**config.mk**
```make
export PLATFORM = sky130hd
export DESIGN_NAME = base64url_stream_decoder_core
export DESIGN_NICKNAME = d
export VERILOG_FILES = /design/src/rtl/b64d_pkg.sv /design/src/rtl/b64d_front.sv /design/src/rtl/b64d_queue.sv /design/src/rtl/b64d_back.sv /design/src/rtl/base64url_stream_decoder_core.sv
export SDC_FILE = /design/constraint.sdc
export NUM_CORES = 1
export LEC_CHECK = 0
export ABC_CLOCK_PERIOD_IN_PS = 2200
export BUFFER_PORTS_ARGS = -buffer_cell sky130_fd_sc_hd__buf_2
export CAP_MARGIN = 40
export CORE_UTILIZATION = 45
export CTS_CLUSTER_SIZE = 20
export DETAILED_ROUTE_END_ITERATION = 16
export GPL_ROUTABILITY_DRIVEN = 0
export PLACE_DENSITY = 0.61
export SYNTH_ARGS = -nofsm -noshare
export SYNTH_HDL_FRONTEND = slang
export SYNTH_SLANG_ARGS = --single-unit
```
**constraint.sdc**
```tcl
create_clock -name i_clk -period 2.2 [get_ports i_clk]
set_clock_uncertainty 0.05 [all_clocks]
set_input_delay 0.11 -clock i_clk [delete_from_list [all_inputs] [get_ports i_clk]]
set_output_delay 0.11 -clock i_clk [all_outputs]
set_load 0.05 [all_outputs]
```
**src/rtl/b64d_pkg.sv**
```systemverilog
`timescale 1ns / 1ps
// ----------------------------------------------------------------------------
// b64d_pkg
// Shared types, constants and the character classifier for the base64url
// stream decoder.
// ----------------------------------------------------------------------------
package b64d_pkg;

    // widths
    localparam int unsigned SymW   = 8;
    localparam int unsigned SextW  = 6;
    localparam int unsigned ByteW  = 8;

    // queue between classifier and decode engine
    localparam int unsigned QDepth = 4;
    localparam int unsigned QAw    = $clog2(QDepth);
    localparam int unsigned QCntW  = $clog2(QDepth + 1);

    // special characters
    localparam logic [SymW-1:0] PadChar   = 8'h3D;
    localparam logic [SymW-1:0] DashChar  = 8'h2D;
    localparam logic [SymW-1:0] UnderChar = 8'h5F;

    // pad count limit
    localparam logic [1:0] PadMax = 2'd2;

    // character class
    typedef enum logic [1:0] {
        CLS_DATA,
        CLS_PAD,
        CLS_BAD
    } t_sym_cls;

    // classified item handed from front to back
    typedef struct packed {
        t_sym_cls               cls;
        logic [SextW-1:0]       sextet;
        logic                   last;
    } t_cls_item;

    // queue status
    typedef struct packed {
        logic                   empty;
        logic                   full;
        logic [QCntW-1:0]       count;
    } t_q_stat;

    // map one character to its class and six-bit value
    function automatic t_cls_item classify(input logic [SymW-1:0] ch, input logic last);
        t_cls_item        item;
        logic [SymW-1:0]  diff;
        item.cls    = CLS_BAD;
        item.sextet = '0;
        item.last   = last;
        diff        = '0;
        priority if (ch >= 8'h41 && ch <= 8'h5A) begin
            diff        = ch - 8'h41;
            item.cls    = CLS_DATA;
            item.sextet = diff[SextW-1:0];
        end else if (ch >= 8'h61 && ch <= 8'h7A) begin
            diff        = ch - 8'h61 + 8'd26;
            item.cls    = CLS_DATA;
            item.sextet = diff[SextW-1:0];
        end else if (ch >= 8'h30 && ch <= 8'h39) begin
            diff        = ch - 8'h30 + 8'd52;
            item.cls    = CLS_DATA;
            item.sextet = diff[SextW-1:0];
        end else if (ch == DashChar) begin
            item.cls    = CLS_DATA;
            item.sextet = 6'd62;
        end else if (ch == UnderChar) begin
            item.cls    = CLS_DATA;
            item.sextet = 6'd63;
        end else if (ch == PadChar) begin
            item.cls    = CLS_PAD;
        end else begin
            item.cls    = CLS_BAD;
        end
        return item;
    endfunction

endpackage

```
**src/rtl/b64d_front.sv**
```systemverilog
`timescale 1ns / 1ps
// ----------------------------------------------------------------------------
// b64d_front
// Input stage: accepts characters, classifies them and holds the classified
// item in a register until the queue takes it.
// ----------------------------------------------------------------------------
module b64d_front (
    input  logic                          i_clk,
    input  logic                          i_rst_n,
    input  logic                          i_s_tvalid,
    output logic                          o_s_tready,
    input  logic [b64d_pkg::SymW-1:0]     i_s_tdata,     // [7:0] symbol
    input  logic                          i_s_tlast,
    output logic                          o_push,
    output b64d_pkg::t_cls_item           o_item,
    input  logic                          i_q_full
);

    logic                 r_valid;
    logic                 n_valid;
    b64d_pkg::t_cls_item  r_item;
    logic                 w_accept;

    // stage is free when empty or draining into the queue this cycle
    assign o_push     = r_valid && !i_q_full;
    assign o_s_tready = !r_valid || !i_q_full;
    assign w_accept   = i_s_tvalid && o_s_tready;
    assign o_item     = r_item;

    // stage occupancy
    always_comb begin
        n_valid = r_valid;
        if (w_accept) begin
            n_valid = 1'b1;
        end else if (o_push) begin
            n_valid = 1'b0;
        end
    end

    always_ff @(posedge i_clk) begin
        if (!i_rst_n) begin
            r_valid <= 1'b0;
        end else begin
            r_valid <= n_valid;
        end
    end

    // classified payload
    always_ff @(posedge i_clk) begin
        if (w_accept) begin
            r_item <= b64d_pkg::classify(i_s_tdata, i_s_tlast);
        end
    end

endmodule

```
**src/rtl/b64d_queue.sv**
```systemverilog
`timescale 1ns / 1ps
// ----------------------------------------------------------------------------
// b64d_queue
// Small first-in first-out queue of classified items between the front stage
// and the decode engine.
// ----------------------------------------------------------------------------
module b64d_queue (
    input  logic                  i_clk,
    input  logic                  i_rst_n,
    input  logic                  i_push,
    input  b64d_pkg::t_cls_item   i_item,
    input  logic                  i_pop,
    output b64d_pkg::t_cls_item   o_item,
    output b64d_pkg::t_q_stat     o_stat
);

    b64d_pkg::t_cls_item                r_mem [b64d_pkg::QDepth];
    logic [b64d_pkg::QAw-1:0]           r_wr_ptr;
    logic [b64d_pkg::QAw-1:0]           r_rd_ptr;
    logic [b64d_pkg::QCntW-1:0]         r_count;
    logic [b64d_pkg::QAw-1:0]           n_wr_ptr;
    logic [b64d_pkg::QAw-1:0]           n_rd_ptr;
    logic [b64d_pkg::QCntW-1:0]         n_count;

    // status
    assign o_stat.empty = (r_count == '0);
    assign o_stat.full  = (r_count == b64d_pkg::QCntW'(b64d_pkg::QDepth));
    assign o_stat.count = r_count;

    // head of queue
    assign o_item = r_mem[r_rd_ptr];

    // pointer and count update
    always_comb begin
        n_wr_ptr = r_wr_ptr;
        n_rd_ptr = r_rd_ptr;
        n_count  = r_count;
        if (i_push) begin
            n_wr_ptr = r_wr_ptr + 1'b1;
        end
        if (i_pop) begin
            n_rd_ptr = r_rd_ptr + 1'b1;
        end
        unique case ({i_push, i_pop})
            2'b10:   n_count = r_count + 1'b1;
            2'b01:   n_count = r_count - 1'b1;
            default: n_count = r_count;
        endcase
    end

    always_ff @(posedge i_clk) begin
        if (!i_rst_n) begin
            r_wr_ptr <= '0;
            r_rd_ptr <= '0;
            r_count  <= '0;
        end else begin
            r_wr_ptr <= n_wr_ptr;
            r_rd_ptr <= n_rd_ptr;
            r_count  <= n_count;
        end
    end

    // storage
    always_ff @(posedge i_clk) begin
        if (i_push) begin
            r_mem[r_wr_ptr] <= i_item;
        end
    end

endmodule

```
**src/rtl/b64d_back.sv**
```systemverilog
`timescale 1ns / 1ps
// ----------------------------------------------------------------------------
// b64d_back
// Decode engine: takes classified items from the queue, assembles bytes from
// six-bit groups, tracks padding and errors, and drives the output register.
// ----------------------------------------------------------------------------
module b64d_back (
    input  logic                           i_clk,
    input  logic                           i_rst_n,
    input  b64d_pkg::t_cls_item            i_item,
    input  logic                           i_q_empty,
    output logic                           o_pop,
    output logic                           o_m_tvalid,
    input  logic                           i_m_tready,
    output logic [b64d_pkg::ByteW-1:0]     o_m_tdata,   // [7:0] data_byte
    output logic                           o_m_tlast,
    output logic [1:0]                     o_m_tuser    // [0] byte_present, [1] bad_input
);

    // decode state
    logic [1:0]                    r_phase;
    logic [b64d_pkg::SextW-1:0]    r_carry;
    logic [1:0]                    r_pad;
    logic                          r_err;
    logic [1:0]                    n_phase;
    logic [b64d_pkg::SextW-1:0]    n_carry;
    logic [1:0]                    n_pad;
    logic                          n_err;

    // output register
    logic                          r_out_valid;
    logic                          n_out_valid;
    logic [b64d_pkg::ByteW-1:0]    r_data;
    logic                          r_present;
    logic                          r_final;
    logic                          r_bad;

    // step results
    logic                          w_have;
    logic [b64d_pkg::ByteW-1:0]    w_byte;
    logic                          w_err;
    logic [1:0]                    w_phase;
    logic [b64d_pkg::SextW-1:0]    w_carry;
    logic [1:0]                    w_pad;
    logic                          w_bad;
    logic                          w_emit;
    logic [b64d_pkg::ByteW-1:0]    w_out_data;
    logic                          w_out_present;

    // take the next item whenever the output register can load
    assign o_pop = !i_q_empty && (!r_out_valid || i_m_tready);

    // one character step
    always_comb begin
        w_have  = 1'b0;
        w_byte  = '0;
        w_err   = r_err;
        w_phase = r_phase;
        w_carry = r_carry;
        w_pad   = r_pad;
        if (!r_err) begin
            unique case (i_item.cls)
                b64d_pkg::CLS_DATA: begin
                    if (r_pad != 2'd0) begin
                        w_err = 1'b1;
                    end else begin
                        w_phase = r_phase + 2'd1;
                        unique case (r_phase)
                            2'd0: begin
                                w_carry = i_item.sextet;
                            end
                            2'd1: begin
                                w_byte  = {r_carry, i_item.sextet[5:4]};
                                w_carry = {2'b00, i_item.sextet[3:0]};
                                w_have  = 1'b1;
                            end
                            2'd2: begin
                                w_byte  = {r_carry[3:0], i_item.sextet[5:2]};
                                w_carry = {4'b0000, i_item.sextet[1:0]};
                                w_have  = 1'b1;
                            end
                            default: begin
                                w_byte  = {r_carry[1:0], i_item.sextet};
                                w_carry = '0;
                                w_have  = 1'b1;
                            end
                        endcase
                    end
                end
                b64d_pkg::CLS_PAD: begin
                    if (r_pad >= b64d_pkg::PadMax) begin
                        w_err = 1'b1;
                    end else begin
                        w_pad = r_pad + 2'd1;
                    end
                end
                default: begin
                    w_err = 1'b1;
                end
            endcase
        end

        // end-of-text check: padded length must be a multiple of four, else not 1 mod 4
        w_bad = 1'b1;
        if (!w_err) begin
            unique case (w_pad)
                2'd0:    w_bad = (w_phase == 2'd1);
                2'd1:    w_bad = (w_phase != 2'd3);
                default: w_bad = (w_phase != 2'd2);
            endcase
        end

        // result for this item
        if (i_item.last) begin
            w_emit        = 1'b1;
            w_out_present = w_have && !w_bad;
            w_out_data    = w_out_present ? w_byte : '0;
        end else begin
            w_emit        = w_have;
            w_out_present = 1'b1;
            w_out_data    = w_byte;
        end
    end

    // state update, cleared after the final character
    always_comb begin
        n_phase = r_phase;
        n_carry = r_carry;
        n_pad   = r_pad;
        n_err   = r_err;
        if (o_pop) begin
            if (i_item.last) begin
                n_phase = '0;
                n_carry = '0;
                n_pad   = '0;
                n_err   = 1'b0;
            end else begin
                n_phase = w_phase;
                n_carry = w_carry;
                n_pad   = w_pad;
                n_err   = w_err;
            end
        end
    end

    // output register occupancy
    always_comb begin
        n_out_valid = r_out_valid;
        if (o_pop) begin
            n_out_valid = w_emit;
        end else if (i_m_tready) begin
            n_out_valid = 1'b0;
        end
    end

    always_ff @(posedge i_clk) begin
        if (!i_rst_n) begin
            r_phase     <= '0;
            r_carry     <= '0;
            r_pad       <= '0;
            r_err       <= 1'b0;
            r_out_valid <= 1'b0;
        end else begin
            r_phase     <= n_phase;
            r_carry     <= n_carry;
            r_pad       <= n_pad;
            r_err       <= n_err;
            r_out_valid <= n_out_valid;
        end
    end

    // output payload
    always_ff @(posedge i_clk) begin
        if (o_pop && w_emit) begin
            r_data    <= w_out_data;
            r_present <= w_out_present;
            r_final   <= i_item.last;
            r_bad     <= i_item.last && w_bad;
        end
    end

    assign o_m_tvalid = r_out_valid;
    assign o_m_tdata  = r_data;
    assign o_m_tlast  = r_final;
    assign o_m_tuser  = {r_bad, r_present};

endmodule

```
**src/rtl/base64url_stream_decoder_core.sv**
```systemverilog
`timescale 1ns / 1ps
// ----------------------------------------------------------------------------
// base64url_stream_decoder_core
// Decodes a base64url text arriving one character per item into bytes, with
// a validity verdict on the result of the final character.
// ----------------------------------------------------------------------------
//
//  port group | dir | tdata        | tlast        | tuser
//  -----------+-----+--------------+--------------+--------------------------
//  s_axis     | in  | symbol       | end_of_text  | -
//  m_axis     | out | data_byte    | final_res    | byte_present, bad_input
//
//  One item per clock sustained while m_axis takes results; an accepted item
//  passes the front register and the queue before its result is loaded
//  into the output register. The back engine's decode step sets the rate.
//  Reset is synchronous, active low, and clears the queue, the decode state
//  and the output register; no clearing pass is needed.
//  A stall on m_axis fills the four-entry queue before s_axis is held off.
//
module base64url_stream_decoder_core (
    input  logic        i_clk,
    input  logic        i_rst_n,
    input  logic        s_axis_tvalid,
    output logic        s_axis_tready,
    input  logic [7:0]  s_axis_tdata,     // [7:0] symbol
    input  logic        s_axis_tlast,
    output logic        m_axis_tvalid,
    input  logic        m_axis_tready,
    output logic [7:0]  m_axis_tdata,     // [7:0] data_byte
    output logic        m_axis_tlast,
    output logic [1:0]  m_axis_tuser      // [0] byte_present, [1] bad_input
);

    logic                  w_push;
    logic                  w_pop;
    b64d_pkg::t_cls_item   w_front_item;
    b64d_pkg::t_cls_item   w_head_item;
    b64d_pkg::t_q_stat     w_q_stat;

    // accept and classify
    b64d_front u_front (
        .i_clk      (i_clk),
        .i_rst_n    (i_rst_n),
        .i_s_tvalid (s_axis_tvalid),
        .o_s_tready (s_axis_tready),
        .i_s_tdata  (s_axis_tdata),
        .i_s_tlast  (s_axis_tlast),
        .o_push     (w_push),
        .o_item     (w_front_item),
        .i_q_full   (w_q_stat.full)
    );

    // decoupling queue
    b64d_queue u_queue (
        .i_clk   (i_clk),
        .i_rst_n (i_rst_n),
        .i_push  (w_push),
        .i_item  (w_front_item),
        .i_pop   (w_pop),
        .o_item  (w_head_item),
        .o_stat  (w_q_stat)
    );

    // decode engine and output register
    b64d_back u_back (
        .i_clk      (i_clk),
        .i_rst_n    (i_rst_n),
        .i_item     (w_head_item),
        .i_q_empty  (w_q_stat.empty),
        .o_pop      (w_pop),
        .o_m_tvalid (m_axis_tvalid),
        .i_m_tready (m_axis_tready),
        .o_m_tdata  (m_axis_tdata),
        .o_m_tlast  (m_axis_tlast),
        .o_m_tuser  (m_axis_tuser)
    );

    // a result that is not final always carries a byte
    a_nonfinal_has_byte : assert property (@(posedge i_clk) disable iff (!i_rst_n)
        m_axis_tvalid && !m_axis_tlast |-> m_axis_tuser[0] && !m_axis_tuser[1])
        else $error("non-final result without a byte");

    // a rejected text gives no byte on its final result
    a_bad_no_byte : assert property (@(posedge i_clk) disable iff (!i_rst_n)
        m_axis_tvalid && m_axis_tuser[1] |-> !m_axis_tuser[0] && (m_axis_tdata == 8'd0))
        else $error("bad final result carries a byte");

    // queue occupancy stays within its depth and status agrees with it
    a_queue_bounds : assert property (@(posedge i_clk) disable iff (!i_rst_n)
        (w_q_stat.count <= b64d_pkg::QCntW'(b64d_pkg::QDepth))
            && !(w_q_stat.full && w_q_stat.empty))
        else $error("queue occupancy out of range");

    // no pop from an empty queue, no push into a full one
    a_queue_flow : assert property (@(posedge i_clk) disable iff (!i_rst_n)
        !(w_pop && w_q_stat.empty) && !(w_push && w_q_stat.full))
        else $error("queue overflow or underflow");

endmodule
```
==> results of run 1 <==
==> timing repair <==
action,in CTS,in global routing
endpoints found under the hold margin,2,0
gates resized for setup,0,6
setup buffers,0,2
endpoints found under the setup margin,0,19
hold buffers,2,0
==> layer usage <==
metal	wire, um	global-route usage, %	up-vias
met2	3620	29.8	77
met4	132	7.35	0
li1	-	-	1346
met5	0	0	-
met3	297	3.76	13
met1	3310	21.8	1284
==> flip-flops by register name, indices dropped and copies added, names as in the netlist, 3 cells and up, named ones only <==
name,count
u_back.o_m_tdata,8
u_queue.r_mem,36
u_front.o_item,9
u_back.r_carry,6
u_queue.r_count,3
==> layout make-up <==
| class | instances | area [um^2] |
|---|---|---|
| fillers | 768 | 4030 |
| flip-flops and latches | 78 | 2130 |
| multi-input cells | 224 | 1770 |
| repair buffers | 48 | 303 |
| well taps | 108 | 135 |
| clock buffers | 9 | 124 |
| clock inverters | 7 | 104 |
| inverters | 22 | 85.1 |
==> final timing paths <==
kind | start | end | slack [ns] | depth (start not counted)
worst min-delay path | m_axis_tready | u_back.o_m_tvalid | 0.03 | 3
worst max register to register | u_back.o_m_tvalid | u_queue.r_count[2] | 0.14 | 9
worst max-delay path | u_back.o_m_tvalid | u_queue.r_count[2] | 0.14 | 9
worst min register to register | u_back.r_carry[4] | u_back.r_carry[4] | 0.41 | 2
==> report_power, final <==
part / switching [uW] / internal (uW) / total (uW)
sequential: 125 / 1840 / 1970
clock: 574 / 655 / 1230
combinational: 1140 / 753 / 1890
total: 1840 / 3250 / 5080
==> metrics by stage <==
stage                     cell area, um^2  setup WS, ns  instances
final                                4650         0.142        496
after global routing                 4650        0.0134        496
after CTS                            4620        0.0339        494
after detailed placement             4370        0.0680        476
after global placement               4370         0.113        476
after floorplan                      4050       -0.0543        339
==> logic make-up (layout without fill, tap and decap cells) <==
| family | Yosys count | in the layout | synth area share, % |
|---|---|---|---|
| muxes | 20 | 20 | 7.69 |
| buffers and inverters | 37 | 86 | 3.89 |
| DFF | 78 | 78 | 52.8 |
| AOI/OAI and AO/OA | 76 | 76 | 14.1 |
| xor gates and xnor gates | 10 | 10 | 2.18 |
| adders and majority gates | 20 | 20 | 6.42 |
| and+or+nand+nor | 98 | 98 | 12.9 |
==> cells in the mapped netlist (2+ instances only) <==
cell	count	area, um^2
o21a_1	5	37.5
and3_1	3	18.8
buf_4	2	15.0
a22oi_1	8	60.1
xnor2_1	5	43.8
o311a_1	2	20.0
buf_2	2	10.0
nand2_1	26	97.6
clkbuf_1	10	37.5
xor2_1	5	43.8
nor2_1	16	60.1
o21ai_0	13	65.1
a21boi_0	3	22.5
mux2i_1	10	100
nor2b_1	8	50.1
a221oi_1	2	17.5
mux4_2	8	180
ha_1	19	238
inv_1	22	82.6
nand3_1	12	60.1
nor4_1	4	25.0
o311ai_0	2	17.5
a21oi_1	21	105
edfxtp_1	56	1680
dfxtp_1	22	440
and2_1	9	56.3
a31oi_1	3	18.8
nor3_1	8	40.0
o32a_1	2	20.0
o22ai_1	3	18.8
==> tightest hold or removal path, cell delays in order <==
cell and delay (ns):
buf_2 0.08, nor2b_1 0.04, o21a_1 0.18
==> flow_summary.ini, run 1 <==
[timing]
drv_slew = 0
min_period_ns = 2.06
holdWs_ns = 0.0302
rsz0062_at_grt = no
hold_viol_final = 0
setup_viol = 0
max_freq_ghz = 0.486
tightestPinTransition_ns = 0.524
period_share_pct = 93.6
timing.slew.headroom_pct = 65.1
fin_setup_tns_ns = 0

[critical_path]
crit_slowest_cell = fa_1
startpoint_type = flip-flop
crit_family = simple AND/OR/NAND/NOR gates
crit_path_end_kind = flip-flop
arrival_ns = 2.29
critPathMaxStageDelay_ns = 0.37
worst-path-buf-inv = 2
crit_type = reg -> reg
crit_chain = nor2b_1 > or2_4 > inv_4 > ha_4 > inv_1 > fa_1 > xor2_1 > or3_1 > a21boi_1
cp.required_ns = 2.44
cp_max_fo = 3

[synth]
synth_seq_area_share_pct = 52.8
post_synth_inst_count = 339
synthArstFlopShare_pct = 0
syn_nets = 372
synth.cell_area_mm2 = 0.00402
synth-seq-cells = 78
synth-main-ff-cell = edfxtp_1
synth_warnings = 0
synth_edf_count = 56
synth.distinct_cells = 58
syn_avg_cell_area_um2 = 11.8

[place]
post-dp-hpwl_um = 5320
io_buffers = 25

[clock_network]
clk_pin_slew_ns = 0.09
cts_tree = done
cts_max_path_buffers = 2
cts_root_buf = clkbuf_8
htree_levels = 3
clk_latency_ns = 0.35
cts_made_buffers = 9
cts.sinks = 78

[die]
initial_core_util_pct = 46.3
die_area_mm2 = 0.00931
coreArea_mm2 = 0.00868
io_pins = 26
die_x_um = 96.5
fp.dieH_um = 96.5
std_cell_rows = 34

[drt]
drc = 0
wire_per_inst_um = 14.8
routed_wl_um = 7360
ant_nets = 0
dr.pass1.iters = 4
num_vias = 2720
drtIter0Drc = 107
vias_per_cell = 5.48

[global_route]
first_global_vias = 2627
overflow = 0
antenna_found_initial = 0
grt_pass1_wl_um = 12400
grt_max_degree = 24
gr-usage-all-layers_pct = 17.6

[power_and_ir_drop]
cellLeakagePower_uw = 0.00170
max-vdd-ir-drop_mv = 0.455
finalPower_uw = 5080
powerDensity_mw_per_mm2 = 1090

[final_layout]
syn2layout_area_growth_pct = 15.7
final_common_cell = edfxtp_1
mostFrequentLayoutCells = 56 x edfxtp_1, 26 x nand2_1, 25 x buf_2
num-nets-final = 416
drive_gt1_share_pct = 22.9
postLayoutCoreUtil_pct = 53.5
diodes = 0

[outcome]
status = complete, no violations

[run]
timing.max_cap.violations = 0

[worst_hold_path]
hold_class = in -> reg
No activity file was read; power rests on OpenSTA's default activity.
==> run 2, diff against run 1 <==
- ABC_CLOCK_PERIOD_IN_PS: 2200 -> 2400
- PLACE_DENSITY: 0.61 -> 0.58
- clock period: 2.2 -> 2.4 ns (I/O delays scaled with it)
==> run 2 against run 1 <==
  * Sequential share of layout area grew 1.1 points
  * Final area shrank 2.6%
  * Die area is the same
  * Clock power shrank 19%
  * Sequential cell count is the same
  * Count of clock-buffer cells in the layout grew 3
  * Setup slack gained 0.022 ns
  * Global-route usage shrank 0.18 points
==> flow_summary.ini, run 2 (same netlist as run 1, synthesis figures left out) <==
[outcome]
status = complete, no violations

[clock_network]
cts.sinks = 78
clk_pin_slew_ns = 0.09
cts_setup_buffers = 0
htree_levels = 3
cts_max_path_buffers = 2
cts_tree = done
clk_latency_ns = 0.34
cts_root_buf = clkbuf_8
cts_made_buffers = 9

[timing]
hold_viol_final = 0
fin_setup_tns_ns = 0
holdWs_ns = 0.0472
max_freq_ghz = 0.447
timing.slew.headroom_pct = 62.7
period_share_pct = 93.2
tightestPinTransition_ns = 0.560
min_period_ns = 2.24
setup_viol = 0
drv_slew = 0
rsz0062_at_grt = no

[final_layout]
postLayoutCoreUtil_pct = 52.1
largest_reg_flops = 36
drive_gt1_share_pct = 19.0
diodes = 0
mostFrequentLayoutCells = 56 x edfxtp_1, 26 x nand2_1, 25 x buf_2
finalNonFillerCells = 486
num-nets-final = 406
largest_register = u_queue.r_mem
final_common_cell = edfxtp_1
syn2layout_area_growth_pct = 12.7

[power_and_ir_drop]
cellLeakagePower_uw = 0.00165
max-vdd-ir-drop_mv = 0.393
powerDensity_mw_per_mm2 = 971

[critical_path]
crit_slowest_cell = fa_1
crit_path_end_kind = flip-flop
startpoint_type = flip-flop
cp.required_ns = 2.62
reg2reg_to = u_queue.r_count[2]
crit_type = reg -> reg
crit_chain = nor2b_1 > or2_2 > inv_1 > ha_1 > inv_1 > fa_1 > xor2_1 > or3_1 > a21boi_1
rrSetupSlack_ns = 0.16
worst-path-buf-inv = 2
reg2reg_from = u_back.o_m_tvalid
cp_common_cell = inv_1
cp_max_fo = 2
crit_family = simple AND/OR/NAND/NOR gates
arrival_ns = 2.45
ff2ff_path_depth = 9
critPathMaxStageDelay_ns = 0.38
critPathLaunch = u_back.o_m_tvalid

[drt]
drtIter0Drc = 69
drc = 0
ant_nets = 0
dr.pass1.iters = 4
vias_per_cell = 5.37
routed_wl_um = 7260
wire_per_inst_um = 14.9
num_vias = 2610

[worst_hold_path]
min_to = u_back.o_m_tvalid
hp-start = m_axis_tready
hold_class = in -> reg
hold_depth = 3

[place]
post-dp-hpwl_um = 5520
placed_cells = 468
io_buffers = 25

[global_route]
grt_pass1_wl_um = 12300
overflow = 0
grt_max_degree = 24
first_global_vias = 2602
gr-usage-all-layers_pct = 17.5
antenna_found_initial = 0

[die]
std_cell_rows = 34
die_x_um = 96.5
io_pins = 26
coreArea_mm2 = 0.00868
die_area_mm2 = 0.00931
initial_core_util_pct = 46.3
fp.dieH_um = 96.5

[run]
timing.max_cap.violations = 0
## run 2: cell count changes in the layout (fill, tap and decap cells not counted), moves of 2 or more
cell	change
buf_4	-10
dfxtp_1	+3
dfxtp_2	-3
bufinv_16	-2
clkbuf_16	+2
clkinv_4	+2
clkinvlp_4	-2
## run 2: worst min-delay path, stage by stage
cell	delay, ns
buf_2	0.07
nor2b_1	0.05
o21a_1	0.17
## run 2: worst max path at each step
stage,end,slack (ns),cells past startpoint
after floorplan,u_queue.r_count[2],0.01,10
after detailed placement,u_queue.r_count[2],0.15,9
final,u_queue.r_count[2],0.16,9
after global routing,u_queue.r_count[2],0.04,9
after CTS,u_queue.r_count[2],0.12,9
after global placement,u_queue.r_count[2],0.25,9
## run 2: timing repair
item	4_1_cts	5_1_grt
hold endpoints to repair	2	0
resized for setup	0	2
setup endpoints to repair	0	1
hold buffers	2	0
## run 2: cell type report
| type | instances | area (um^2) |
|---|---|---|
| clock buffer | 12 | 178 |
| clock inverter | 4 | 35.0 |
| fill | 793 | 4150 |
| inverter | 22 | 82.6 |
| multi-input combinational | 224 | 1740 |
| sequential | 78 | 2130 |
| tap | 108 | 135 |
| timing repair buffer | 38 | 228 |
## run 2: per-layer routing
| layer | vias up | global-route usage, % | part of all wire [%] |
|---|---|---|---|
| li1 | 1326 | - | - |
| met1 | 1240 | 22.1 | 47 |
| met2 | 38 | 29.8 | 50 |
| met3 | 6 | 3.05 | 2.2 |
| met4 | 0 | 6.62 | 1.1 |
| met5 | - | 0 | 0 |
## run 2: through the flow
stage                     instance area (um^2)  setup WS [ns]  total power [uW]
after floorplan                           4020         0.0139              3070
after global placement                    4290          0.249              3410
after detailed placement                  4290          0.153              3430
after CTS                                 4520          0.118              4440
after global routing                      4530         0.0379              4670
final                                     4530          0.164              4400
## run 2: where the power goes
group,leakage [uW],switching (uW),internal [uW]
Sequential,0.000704,110,1680
Combinational,0.000835,1010,591
Clock,0.000108,490,514
Total,0.00165,1610,2790
